### src/dda_line_rasterizer_defines.svh
// Assertion macros for the DDA line rasterizer.
// Included by files that carry concurrent checks; no other dependencies.
`ifndef DDA_LINE_RASTERIZER_DEFINES_SVH
`define DDA_LINE_RASTERIZER_DEFINES_SVH
`ifndef SYNTHESIS
`define DDA_ASSERT(label, clk, rst_n, prop, msg) \
    label: assert property (@(posedge clk) disable iff (!rst_n) (prop)) else $error(msg);
`define DDA_ASSERT_IMPL(label, clk, rst_n, ante, cons, msg) \
    label: assert property (@(posedge clk) disable iff (!rst_n) (ante) |-> (cons)) \
        else $error(msg);
`define DDA_ASSERT_NEXT(label, clk, rst_n, ante, cons, msg) \
    label: assert property (@(posedge clk) disable iff (!rst_n) (ante) |=> (cons)) \
        else $error(msg);
`else
`define DDA_ASSERT(label, clk, rst_n, prop, msg)
`define DDA_ASSERT_IMPL(label, clk, rst_n, ante, cons, msg)
`define DDA_ASSERT_NEXT(label, clk, rst_n, ante, cons, msg)
`endif
`endif

### src/dda_pkg.sv
// Shared constants and types for the DDA line rasterizer.
// No dependencies; imported by every module of the block.
package dda_pkg;

    localparam int SCREEN_WIDTH = 1024;
    localparam int FRAC_BITS    = 16;
    localparam int COORD_W      = 10;
    localparam int POS_W        = COORD_W + FRAC_BITS + 2;
    localparam int ADDR_W       = 20;
    localparam int COLOR_W      = 32;
    localparam int LEN_W        = COORD_W + 1;
    localparam int QUOT_W       = FRAC_BITS + 1;
    localparam int CNT_W        = $clog2(FRAC_BITS);
    localparam int IN_TDATA_W   = 4 * COORD_W + COLOR_W;
    localparam int OUT_TDATA_W  = 2 * COORD_W + ADDR_W + COLOR_W;
    localparam int QUEUE_DEPTH  = 4;
    localparam int QPTR_W       = $clog2(QUEUE_DEPTH);

    localparam logic OP_START = 1'b0;
    localparam logic OP_STEP  = 1'b1;

    typedef struct packed {
        logic               op;
        logic [COORD_W-1:0] x0;
        logic [COORD_W-1:0] y0;
        logic [COORD_W-1:0] adx;
        logic [COORD_W-1:0] ady;
        logic               neg_x;
        logic               neg_y;
        logic [COORD_W-1:0] len;
        logic [COLOR_W-1:0] color;
    } cmd_t;

    typedef struct packed {
        logic dividing;
        logic active;
        logic emit;
    } back_stat_t;

endpackage

### src/dda_queue.sv
// Short command queue between the front and back halves.
// Depends on dda_pkg.
module dda_queue (
    input  logic          aclk,
    input  logic          aresetn,
    input  logic          in_valid,
    output logic          in_ready,
    input  dda_pkg::cmd_t in_cmd,
    output logic          out_valid,
    input  logic          out_ready,
    output dda_pkg::cmd_t out_cmd
);
    import dda_pkg::*;

    cmd_t              mem [QUEUE_DEPTH];
    logic [QPTR_W-1:0] wr_ptr_reg, wr_ptr_next;
    logic [QPTR_W-1:0] rd_ptr_reg, rd_ptr_next;
    logic [QPTR_W:0]   count_reg, count_next;
    logic              push, pop;

    assign in_ready  = (count_reg != (QPTR_W+1)'(QUEUE_DEPTH));
    assign out_valid = (count_reg != '0);
    assign out_cmd   = mem[rd_ptr_reg];
    assign push      = in_valid && in_ready;
    assign pop       = out_valid && out_ready;

    always_comb begin
        wr_ptr_next = push ? wr_ptr_reg + 1'b1 : wr_ptr_reg;
        rd_ptr_next = pop ? rd_ptr_reg + 1'b1 : rd_ptr_reg;
        count_next  = count_reg;
        if (push && !pop) begin
            count_next = count_reg + 1'b1;
        end else if (pop && !push) begin
            count_next = count_reg - 1'b1;
        end
    end

    always_ff @(posedge aclk) begin
        if (!aresetn) begin
            wr_ptr_reg <= '0;
            rd_ptr_reg <= '0;
            count_reg  <= '0;
        end else begin
            wr_ptr_reg <= wr_ptr_next;
            rd_ptr_reg <= rd_ptr_next;
            count_reg  <= count_next;
        end
    end

    always_ff @(posedge aclk) begin
        if (push) begin
            mem[wr_ptr_reg] <= in_cmd;
        end
    end

endmodule

### src/dda_front.sv
// Front half: accepts input transfers, works out deltas and line length.
// Depends on dda_pkg and dda_queue.
module dda_front (
    input  logic                           aclk,
    input  logic                           aresetn,
    input  logic                           s_tvalid,
    output logic                           s_tready,
    input  logic [dda_pkg::IN_TDATA_W-1:0] s_tdata,
    input  logic                           s_tuser,
    output logic                           q_valid,
    input  logic                           q_ready,
    output dda_pkg::cmd_t                  q_cmd
);
    import dda_pkg::*;

    logic [COORD_W-1:0] x0, y0, x1, y1, adx, ady;
    logic               neg_x, neg_y;
    cmd_t               cmd;

    assign x0 = s_tdata[0*COORD_W +: COORD_W];
    assign y0 = s_tdata[1*COORD_W +: COORD_W];
    assign x1 = s_tdata[2*COORD_W +: COORD_W];
    assign y1 = s_tdata[3*COORD_W +: COORD_W];

    always_comb begin
        neg_x     = (x1 < x0);
        neg_y     = (y1 < y0);
        adx       = neg_x ? x0 - x1 : x1 - x0;
        ady       = neg_y ? y0 - y1 : y1 - y0;
        cmd.op    = s_tuser;
        cmd.x0    = x0;
        cmd.y0    = y0;
        cmd.adx   = adx;
        cmd.ady   = ady;
        cmd.neg_x = neg_x;
        cmd.neg_y = neg_y;
        cmd.len   = (adx >= ady) ? adx : ady;
        cmd.color = s_tdata[4*COORD_W +: COLOR_W];
    end

    dda_queue u_queue (
        .aclk      (aclk),
        .aresetn   (aresetn),
        .in_valid  (s_tvalid),
        .in_ready  (s_tready),
        .in_cmd    (cmd),
        .out_valid (q_valid),
        .out_ready (q_ready),
        .out_cmd   (q_cmd)
    );

endmodule

### src/dda_back.sv
// Back half: step divider, position accumulators and pixel output register.
// Depends on dda_pkg.
module dda_back (
    input  logic                            aclk,
    input  logic                            aresetn,
    input  logic                            q_valid,
    output logic                            q_ready,
    input  dda_pkg::cmd_t                   q_cmd,
    output logic                            m_tvalid,
    input  logic                            m_tready,
    output logic [dda_pkg::OUT_TDATA_W-1:0] m_tdata,
    output logic                            m_tlast,
    output dda_pkg::back_stat_t             stat
);
    import dda_pkg::*;

    localparam logic [1:0] ST_IDLE = 2'd0;
    localparam logic [1:0] ST_DIV  = 2'd1;
    localparam logic [1:0] ST_SIGN = 2'd2;

    localparam logic [POS_W-1:0] HALF = POS_W'(1) << (FRAC_BITS - 1);

    function automatic logic [COORD_W-1:0] round_pos(input logic [POS_W-1:0] p);
        logic [POS_W-1:0]   mag_src;
        logic [POS_W-1:0]   sum;
        logic [COORD_W-1:0] mag;
        mag_src = p[POS_W-1] ? (~p + 1'b1) : p;
        sum     = mag_src + HALF;
        mag     = sum[FRAC_BITS +: COORD_W];
        return p[POS_W-1] ? (~mag + 1'b1) : mag;
    endfunction

    logic [1:0]             state_reg, state_next;
    logic [CNT_W-1:0]       cnt_reg, cnt_next;
    logic [LEN_W-1:0]       left_reg, left_next;
    logic                   m_valid_reg, m_valid_next;
    logic [COORD_W-1:0]     rem_x_reg, rem_x_next, rem_y_reg, rem_y_next;
    logic [QUOT_W-1:0]      qx_reg, qx_next, qy_reg, qy_next;
    logic                   neg_x_reg, neg_x_next, neg_y_reg, neg_y_next;
    logic [COORD_W-1:0]     len_reg, len_next;
    logic [POS_W-1:0]       pos_x_reg, pos_x_next, pos_y_reg, pos_y_next;
    logic [POS_W-1:0]       step_x_reg, step_x_next, step_y_reg, step_y_next;
    logic [COLOR_W-1:0]     color_reg, color_next;
    logic [OUT_TDATA_W-1:0] m_data_reg, m_data_next;
    logic                   m_last_reg, m_last_next;

    logic               out_free, pop, emit, ix, iy, bx, by;
    logic [COORD_W:0]   rx2, ry2;
    logic [COORD_W-1:0] px, py;
    logic [ADDR_W-1:0]  addr;

    always_comb begin
        out_free = !m_valid_reg || m_tready;
        pop      = q_valid && (state_reg == ST_IDLE)
                   && (q_cmd.op == OP_START || left_reg == '0 || out_free);
        emit     = pop && (q_cmd.op == OP_STEP) && (left_reg != '0);

        rx2 = {rem_x_reg, 1'b0};
        ry2 = {rem_y_reg, 1'b0};
        bx  = (rx2 >= {1'b0, len_reg});
        by  = (ry2 >= {1'b0, len_reg});
        ix  = (q_cmd.adx == q_cmd.len);
        iy  = (q_cmd.ady == q_cmd.len);

        px   = round_pos(pos_x_reg);
        py   = round_pos(pos_y_reg);
        addr = ADDR_W'(ADDR_W'(py) * ADDR_W'(SCREEN_WIDTH)) + ADDR_W'(px);

        state_next   = state_reg;
        cnt_next     = cnt_reg;
        left_next    = left_reg;
        m_valid_next = m_tready ? 1'b0 : m_valid_reg;
        rem_x_next   = rem_x_reg;
        rem_y_next   = rem_y_reg;
        qx_next      = qx_reg;
        qy_next      = qy_reg;
        neg_x_next   = neg_x_reg;
        neg_y_next   = neg_y_reg;
        len_next     = len_reg;
        pos_x_next   = pos_x_reg;
        pos_y_next   = pos_y_reg;
        step_x_next  = step_x_reg;
        step_y_next  = step_y_reg;
        color_next   = color_reg;
        m_data_next  = m_data_reg;
        m_last_next  = m_last_reg;

        case (state_reg)
            ST_IDLE: begin
                if (pop && q_cmd.op == OP_START) begin
                    pos_x_next = POS_W'(q_cmd.x0) << FRAC_BITS;
                    pos_y_next = POS_W'(q_cmd.y0) << FRAC_BITS;
                    color_next = q_cmd.color;
                    neg_x_next = q_cmd.neg_x;
                    neg_y_next = q_cmd.neg_y;
                    len_next   = q_cmd.len;
                    rem_x_next = ix ? '0 : q_cmd.adx;
                    rem_y_next = iy ? '0 : q_cmd.ady;
                    qx_next    = QUOT_W'(ix);
                    qy_next    = QUOT_W'(iy);
                    cnt_next   = '0;
                    left_next  = LEN_W'(q_cmd.len);
                    if (q_cmd.len != '0) begin
                        state_next = ST_DIV;
                    end
                end else if (emit) begin
                    m_valid_next = 1'b1;
                    m_data_next  = {color_reg, addr, py, px};
                    m_last_next  = (left_reg == LEN_W'(1));
                    pos_x_next   = pos_x_reg + step_x_reg;
                    pos_y_next   = pos_y_reg + step_y_reg;
                    left_next    = left_reg - 1'b1;
                end
            end
            ST_DIV: begin
                rem_x_next = bx ? COORD_W'(rx2 - {1'b0, len_reg}) : COORD_W'(rx2);
                rem_y_next = by ? COORD_W'(ry2 - {1'b0, len_reg}) : COORD_W'(ry2);
                qx_next    = {qx_reg[QUOT_W-2:0], bx};
                qy_next    = {qy_reg[QUOT_W-2:0], by};
                cnt_next   = cnt_reg + 1'b1;
                if (cnt_reg == CNT_W'(FRAC_BITS - 1)) begin
                    state_next = ST_SIGN;
                end
            end
            ST_SIGN: begin
                step_x_next = neg_x_reg ? POS_W'(0) - POS_W'(qx_reg) : POS_W'(qx_reg);
                step_y_next = neg_y_reg ? POS_W'(0) - POS_W'(qy_reg) : POS_W'(qy_reg);
                state_next  = ST_IDLE;
            end
            default: begin
                state_next = ST_IDLE;
            end
        endcase
    end

    always_ff @(posedge aclk) begin
        if (!aresetn) begin
            state_reg   <= ST_IDLE;
            cnt_reg     <= '0;
            left_reg    <= '0;
            m_valid_reg <= 1'b0;
        end else begin
            state_reg   <= state_next;
            cnt_reg     <= cnt_next;
            left_reg    <= left_next;
            m_valid_reg <= m_valid_next;
        end
    end

    always_ff @(posedge aclk) begin
        rem_x_reg  <= rem_x_next;
        rem_y_reg  <= rem_y_next;
        qx_reg     <= qx_next;
        qy_reg     <= qy_next;
        neg_x_reg  <= neg_x_next;
        neg_y_reg  <= neg_y_next;
        len_reg    <= len_next;
        pos_x_reg  <= pos_x_next;
        pos_y_reg  <= pos_y_next;
        step_x_reg <= step_x_next;
        step_y_reg <= step_y_next;
        color_reg  <= color_next;
        m_data_reg <= m_data_next;
        m_last_reg <= m_last_next;
    end

    assign q_ready       = pop;
    assign m_tvalid      = m_valid_reg;
    assign m_tdata       = m_data_reg;
    assign m_tlast       = m_last_reg;
    assign stat.dividing = (state_reg != ST_IDLE);
    assign stat.active   = (left_reg != '0);
    assign stat.emit     = emit;

endmodule

### src/dda_line_rasterizer.sv
// DDA line rasterizer top level: front classifier, command queue, back end.
// Depends on dda_pkg, dda_front, dda_back and the assertion macro header.
//
// A start transfer (tuser low) latches the start point, deltas and color;
// a step transfer (tuser high) emits one pixel while a line is active, with
// tlast on its final pixel. Step transfers run at one pixel per clock,
// limited by the output register. A start loads in ST_IDLE, then ST_DIV runs
// a shift-subtract divide per axis forming both Q.16 steps (one quotient bit
// per cycle), then ST_SIGN applies signs. Up to four transfers queue ahead of
// the back end, so the input keeps accepting while a divide runs.
`include "dda_line_rasterizer_defines.svh"
module dda_line_rasterizer (
    input  logic                            aclk,
    input  logic                            aresetn,
    input  logic                            s_tvalid,
    output logic                            s_tready,
    // start_x, start_y, end_x, end_y, line_color
    input  logic [dda_pkg::IN_TDATA_W-1:0]  s_tdata,
    // operation
    input  logic                            s_tuser,
    output logic                            m_tvalid,
    input  logic                            m_tready,
    // pixel_x, pixel_y, pixel_address, pixel_color
    output logic [dda_pkg::OUT_TDATA_W-1:0] m_tdata,
    output logic                            m_tlast
);
    import dda_pkg::*;

    logic       q_valid, q_ready;
    cmd_t       q_cmd;
    back_stat_t stat;

    dda_front u_front (
        .aclk     (aclk),
        .aresetn  (aresetn),
        .s_tvalid (s_tvalid),
        .s_tready (s_tready),
        .s_tdata  (s_tdata),
        .s_tuser  (s_tuser),
        .q_valid  (q_valid),
        .q_ready  (q_ready),
        .q_cmd    (q_cmd)
    );

    dda_back u_back (
        .aclk     (aclk),
        .aresetn  (aresetn),
        .q_valid  (q_valid),
        .q_ready  (q_ready),
        .q_cmd    (q_cmd),
        .m_tvalid (m_tvalid),
        .m_tready (m_tready),
        .m_tdata  (m_tdata),
        .m_tlast  (m_tlast),
        .stat     (stat)
    );

    `DDA_ASSERT_IMPL(a_no_pop_in_divide, aclk, aresetn, q_valid && q_ready, !stat.dividing, "queue popped during divide")
    `DDA_ASSERT_IMPL(a_emit_needs_line, aclk, aresetn, stat.emit, stat.active && q_cmd.op == OP_STEP, "pixel emitted without active line")
    `DDA_ASSERT_NEXT(a_emit_shows, aclk, aresetn, stat.emit, m_tvalid, "emitted pixel not presented")

endmodule
### config.mk
export PLATFORM = sky130hd
export DESIGN_NAME = dda_line_rasterizer
export DESIGN_NICKNAME = d
export VERILOG_FILES = /design/src/dda_pkg.sv /design/src/dda_queue.sv /design/src/dda_front.sv /design/src/dda_back.sv /design/src/dda_line_rasterizer.sv
export VERILOG_INCLUDE_DIRS = /design/src /design/src/src
export SDC_FILE = /design/constraint.sdc
export NUM_CORES = 1
export LEC_CHECK = 0
export ABC_AREA = 1
export BUFFER_PORTS_ARGS = -buffer_cell sky130_fd_sc_hd__buf_4
export CAP_MARGIN = 20
export CORE_AREA = 2 2 285 287
export CTS_CLUSTER_DIAMETER = 120
export DETAILED_ROUTE_END_ITERATION = 10
export DIE_AREA = 0 0 287 289
export PLACE_DENSITY = 0.67
export SYNTH_ARGS = -nofsm -noshare
export SYNTH_HDL_FRONTEND = slang
export SYNTH_SLANG_ARGS = --single-unit
### constraint.sdc
create_clock -name aclk -period 14.3 [get_ports aclk]
set_clock_uncertainty 0.2 [all_clocks]
set_input_delay 2.145 -clock aclk [delete_from_list [all_inputs] [get_ports aclk]]
set_output_delay 2.145 -clock aclk [all_outputs]
set_load 0.01 [all_outputs]
-- Yosys cells after proc, flatten, opt, wreduce, memory -nomap -nowiden
Memory sizes are Yosys's and may differ from the RTL's. A register that Yosys moved wholly into a read port is not among the register bits.
Index checks and enable logic that the tools add are counted.
- output and inout port bits: 75
- register bits after elaboration: 288
- RAM bits: 340
- input bits: 77
- word-level logic and storage cells: 141
- memories kept: 1
- bitwise operators: 6
- reductions and logical operators: 28
- add/subtract/negate cells: 23
- magnitude comparators: 5
- mux-type cells: 43
- equality and inequality tests: 10
- memories (name ; words ; width ; rd ports ; clocked after Yosys merged registers in ; wr ports ; RTL line ; source):
    u_front.u_queue.mem ; 4 ; 85 ; 1 ; 1 ; 1 ; dda_queue.sv:15 ; cmd_t mem [QUEUE_DEPTH];
- operator list (cell ; number):
    $mux 10 ; 11
    $mux 26 ; 4
    $mux 17 ; 4
    $pmux 17 s2 ; 2
    $sub 10x10->10 ; 6
    $add 28x28->28 ; 2
    $mux 28 ; 2
    $add 26x1->26 const B ; 2
    $add 26x16->26 const B ; 2
    $not 26->26 ; 2
    $pmux 10 s2 ; 2
    $sub 1x17->18 const A ; 2
    $ge 11x10->1 ; 2
    $mux 11 ; 2
    $add 10x1->10 const B ; 2
    $add 20x10->20 ; 1
    $eq 10x10->1 ; 2
    $lt 10x10->1 ; 2
    $not 10->10 ; 2
    $eq 11x1->1 const B ; 1
    $logic_not 11->1 ; 1
    $reduce_bool 11->1 ; 1
    $sub 11x1->11 const B ; 1
    $ge 10x10->1 ; 1
    other kinds (26) ; 56

-- Longest topological paths before layout
- word-level depth: 9
- mapped depth: 26
- mapped depth without buffers: 25

-- Cells and area by module
From an unflattened synthesis, not the netlist that was laid out.
- cell total of the unflattened synthesis: 3303
- area total of the unflattened synthesis: 32214.6 um2
- modules (own cells, without submodules) (module ; seq. area each (um2) ; cells an instance ; instances ; area an instance (um2)):
    dda_back ; 7657.3 ; 1939 ; 1 ; 16590.9
    dda_queue ; 10390.0 ; 890 ; 1 ; 13043.8
    dda_front ; 0.0 ; 474 ; 1 ; 2580.0

-- Worst setup path after synthesis
OpenSTA, ideal clock, no wires.
- path type: in2reg
- from: input port s_tvalid
- to: memory u_front.u_queue.mem[0][0] in the netlist's numbering (enable)
- slack: 7.711 ns
- stages: 2
- arrival time: 5.860 ns
- buffers on the path: 0
- cells stage by stage: nand2_1 -> nor2_1
- longest elaborated chain between the ends: 3
- ends and longest elaborated chain (item ; RTL line ; source):
    start: declaration ; dda_line_rasterizer.sv:15 ; input logic s_tvalid,
    $logic_and 1x1->1 ; dda_queue.sv:24 ; assign push = in_valid && in_ready;
    $mux 1 ; dda_queue.sv:51 ; if (push) begin
    $mux 1 (implied by the code) ; dda_queue.sv:52 ; mem[wr_ptr_reg] <= in_cmd;
    end: declaration ; dda_queue.sv:15 ;
Every way passes these cells.

==> metrics.yaml <==
synthesis:
  synth-seq-cells: 610
  syn_inst: 3168
  ys_async_sr_fraction_pct: 0
  post_synth.cell_area_avg_um2: 10.0
  synth_top_cell_by_area: "edfxtp_1"
  synth.top_cell.area_share_pct: 55.2
  synth-main-ff-cell: "edfxtp_1"
  syn_area_um2: 31700
  ys_types: 66
  yosysWarnings: 0
  seq_area_frac_synth_pct: 56.9
  syn_nets: 3391
  synth-edff-count: 583
  synthTopCellsByArea: "edfxtp_1 55%, nand2_1 6.7%, ha_1 5.4%"
timing:
  slew_viol_final: 0
  hold_viol: 0
  max_freq_mhz: 146
  min_period_ns: 6.85
  tightest_slew_ns: 1.03
  tns_ns: 0
  slew_headroom_pct: 31.5
  timing.final.crit_share_pct: 47.9
  rsz0062_at_grt: "false"
  finalSetupViolCount: 0
layout:
  final_cells: 4415
  fin_util_pct: 45.2
  final_cell_mix: "583 x edfxtp_1, 562 x nand2_1, 356 x nor2_1, 328 x inv_1, 262 x o21ai_0"
  fill_cells: 7504
  largest_reg_flops: 340
  final_nets: 3522
  layout-drive-gt1-share_pct: 12.0
  final_common_cell: "edfxtp_1"
  areaGrowthSynthToFinish_pct: 14.0
  finish.instance_area_um2: 36100
grt:
  grt_max_degree: 91
  overflow: 0
  grt_pass1_vias: 21500
  antenna_found_initial: 2
  grt_util_all_layers_pct: 17.8
  grt_pass1_wl_um: 116000
worst_setup_path:
  critPathLaunchType: "input port"
  worstPathRequired_ns: 14.49
  startpoint: "s_tdata[20]"
  end_kind: "flop"
  rrSetupSlack_ns: 10.14
  timing.rr.end: "u_back.rem_x_reg[3]"
  cp.arrival_ns: 7.03
  crit_type: "in2reg"
  r2r_cells: 9
  path_max_fanout: 14
  cp-endpoint: "u_front.u_queue.mem[1][35]"
drt:
  drcViolationCount: 0
  avgRoutedWirePerCell_um: 16.8
  highest_layer: "met4"
  wl_met2_um: 34800
  dr_total_vias: 22500
  wl_met1_um: 33700
  ant_nets: 0
  first_iter_violations: 1604
  firstDrtPassIters: 6
  wl_um: 74300
  viasPerCell: 5.09
  met3WireLength_um: 3990
floorplan:
  dieArea_um2: 82900
  start_util_pct: 39.7
  io_pins: 152
  row_count: 104
  dieWidth_um: 287
  die_h_um: 289
  core_um2: 79900
pwr:
  powerDensity_nw_per_um2: 240
  p_int_w: 0.00507
  peakVddDrop_uv: 130
  power_switching_w: 0.00359
  p_comb_share_pct: 43.2
  p_total_w: 0.00866
  pwr-share-clk_pct: 21.0
  p_leak_nw: 14.4
  switching_share_pct: 41.5
  pwr-share-seq_pct: 35.8
worst_hold_path:
  hold_path_class: "reg2reg"
placed_design:
  postPlaceCellArea_um2: 33700
  port_buffers: 151
  gp_congestion: 0.910
  dp_cells: 4286
  place_hpwl_um: 50300
job:
  max_cap_violations: 0
clock_tree:
  clk_latency_ns: 0.63
  ctsResizeCount: 0
  cts_tree: "yes"
  cts.reportedPaths.clkPinSlew_ns: 0.06
  cts_setup_buffers: 0
  cts_buffers: 71
  htree_levels: 3
  cts.sinks: 610
  ctsHoldBuffers: 0
  cts_buffer_depth: 3
  root_buffer: "clkbuf_16"
run_status:
  outcome: "finished clean"
-- stage by stage --
step	setup slack [ns]	hold slack, ns
6_report	7.45	0.217
5_1_grt	6.89	0.217
4_1_cts	7.54	0.215
3_5_place_dp	6.90	0.206
3_3_place_gp	6.98	0.202
2_1_floorplan	7.71	0.200
-- critical path, cell delays in order --
cell and delay [ns]:
buf_4 0.11, inv_1 0.04, ha_1 0.17, inv_1 0.09, fa_1 0.44, nand2_2 0.10, nand2_2 0.07, a21oi_4 0.15
o21ai_2 0.08, nand2_1 0.06, nand2_1 0.06, a21oi_2 0.44, inv_2 0.17, nand2_1 0.10, nand2_1 0.06, xor2_1 0.50
ha_1 0.36, a21oi_1 0.14, o21ai_0 0.08, nand2_1 0.06, o2111ai_1 0.09, a31oi_1 0.74, inv_1 0.35, o21ai_0 0.42
-- synthesized netlist by cell type (30+ instances only) --
cell type and instances:
a21oi_1 187, edfxtp_1 583, nor2_1 361, nand3_1 101, clkbuf_1 53, xor2_1 98
ha_1 137, inv_1 330, a31oi_1 30, o21ai_0 262, nand2_2 36, o22ai_1 60
nand2_1 562, buf_4 30
-- power by group through the flow --
| stage | Combinational (W) | Clock, W | Sequential [W] |
|---|---|---|---|
| 2_1_floorplan | 0.00275 | 0 | 0.00305 |
| 3_3_place_gp | 0.00367 | 0 | 0.00312 |
| 3_5_place_dp | 0.00373 | 0 | 0.00313 |
| 4_1_cts | 0.00375 | 0.00186 | 0.00310 |
| 5_1_grt | 0.00424 | 0.00194 | 0.00315 |
| 6_report | 0.00374 | 0.00182 | 0.00310 |
-- how the worst min path moves through the flow --
stage                               from                 end  slack [ns]  cells past startpoint
finish               u_back.color_reg[6]  u_back.m_tdata[46]        0.22                      0
global placement    u_back.color_reg[25]  u_back.m_tdata[65]        0.20                      0
global route         u_back.color_reg[6]  u_back.m_tdata[46]        0.22                      0
floorplan            u_back.color_reg[0]  u_back.m_tdata[40]        0.20                      0
detailed placement  u_back.color_reg[26]  u_back.m_tdata[66]        0.21                      0
CTS                  u_back.color_reg[6]  u_back.m_tdata[46]        0.22                      0
-- final cells by class --
| type | instances | area [um^2] | share of cell area (%) |
|---|---|---|---|
| Sequential cell | 610 | 18100 | 50.0 |
| Multi-Input combinational cell | 2100 | 11800 | 32.6 |
| Clock buffer | 76 | 1800 | 4.97 |
| Tap cell | 1060 | 1330 | 3.67 |
| Inverter | 346 | 1310 | 3.61 |
| Timing Repair Buffer | 170 | 1280 | 3.53 |
| Clock inverter | 52 | 597 | 1.65 |
| Antenna cell | 1 | 2.50 | 0.00692 |
-- logic make-up (layout without fill, tap and decap cells) --
kind of cell             Yosys count  count (layout)  share of synthesized area [%]
buffers and inverters            458             644                           6.04
other                              0               1                              0
AND/OR/NAND/NOR                 1182            1182                           16.0
XOR/XNOR                         121             121                           3.39
flip-flops                       610             610                           56.9
AO/OA/AOI/OAI                    651             651                           11.7
adder cells (fa/ha/maj)          146             146                           5.97
-- routing by layer --
layer  global-route usage (%)  up-vias
met5                        0        -
met4                     5.70        0
li1                         -    11200
met3                     3.11      116
met1                     23.9    10600
met2                     29.4      551
(Power assumes the default switching activity.)
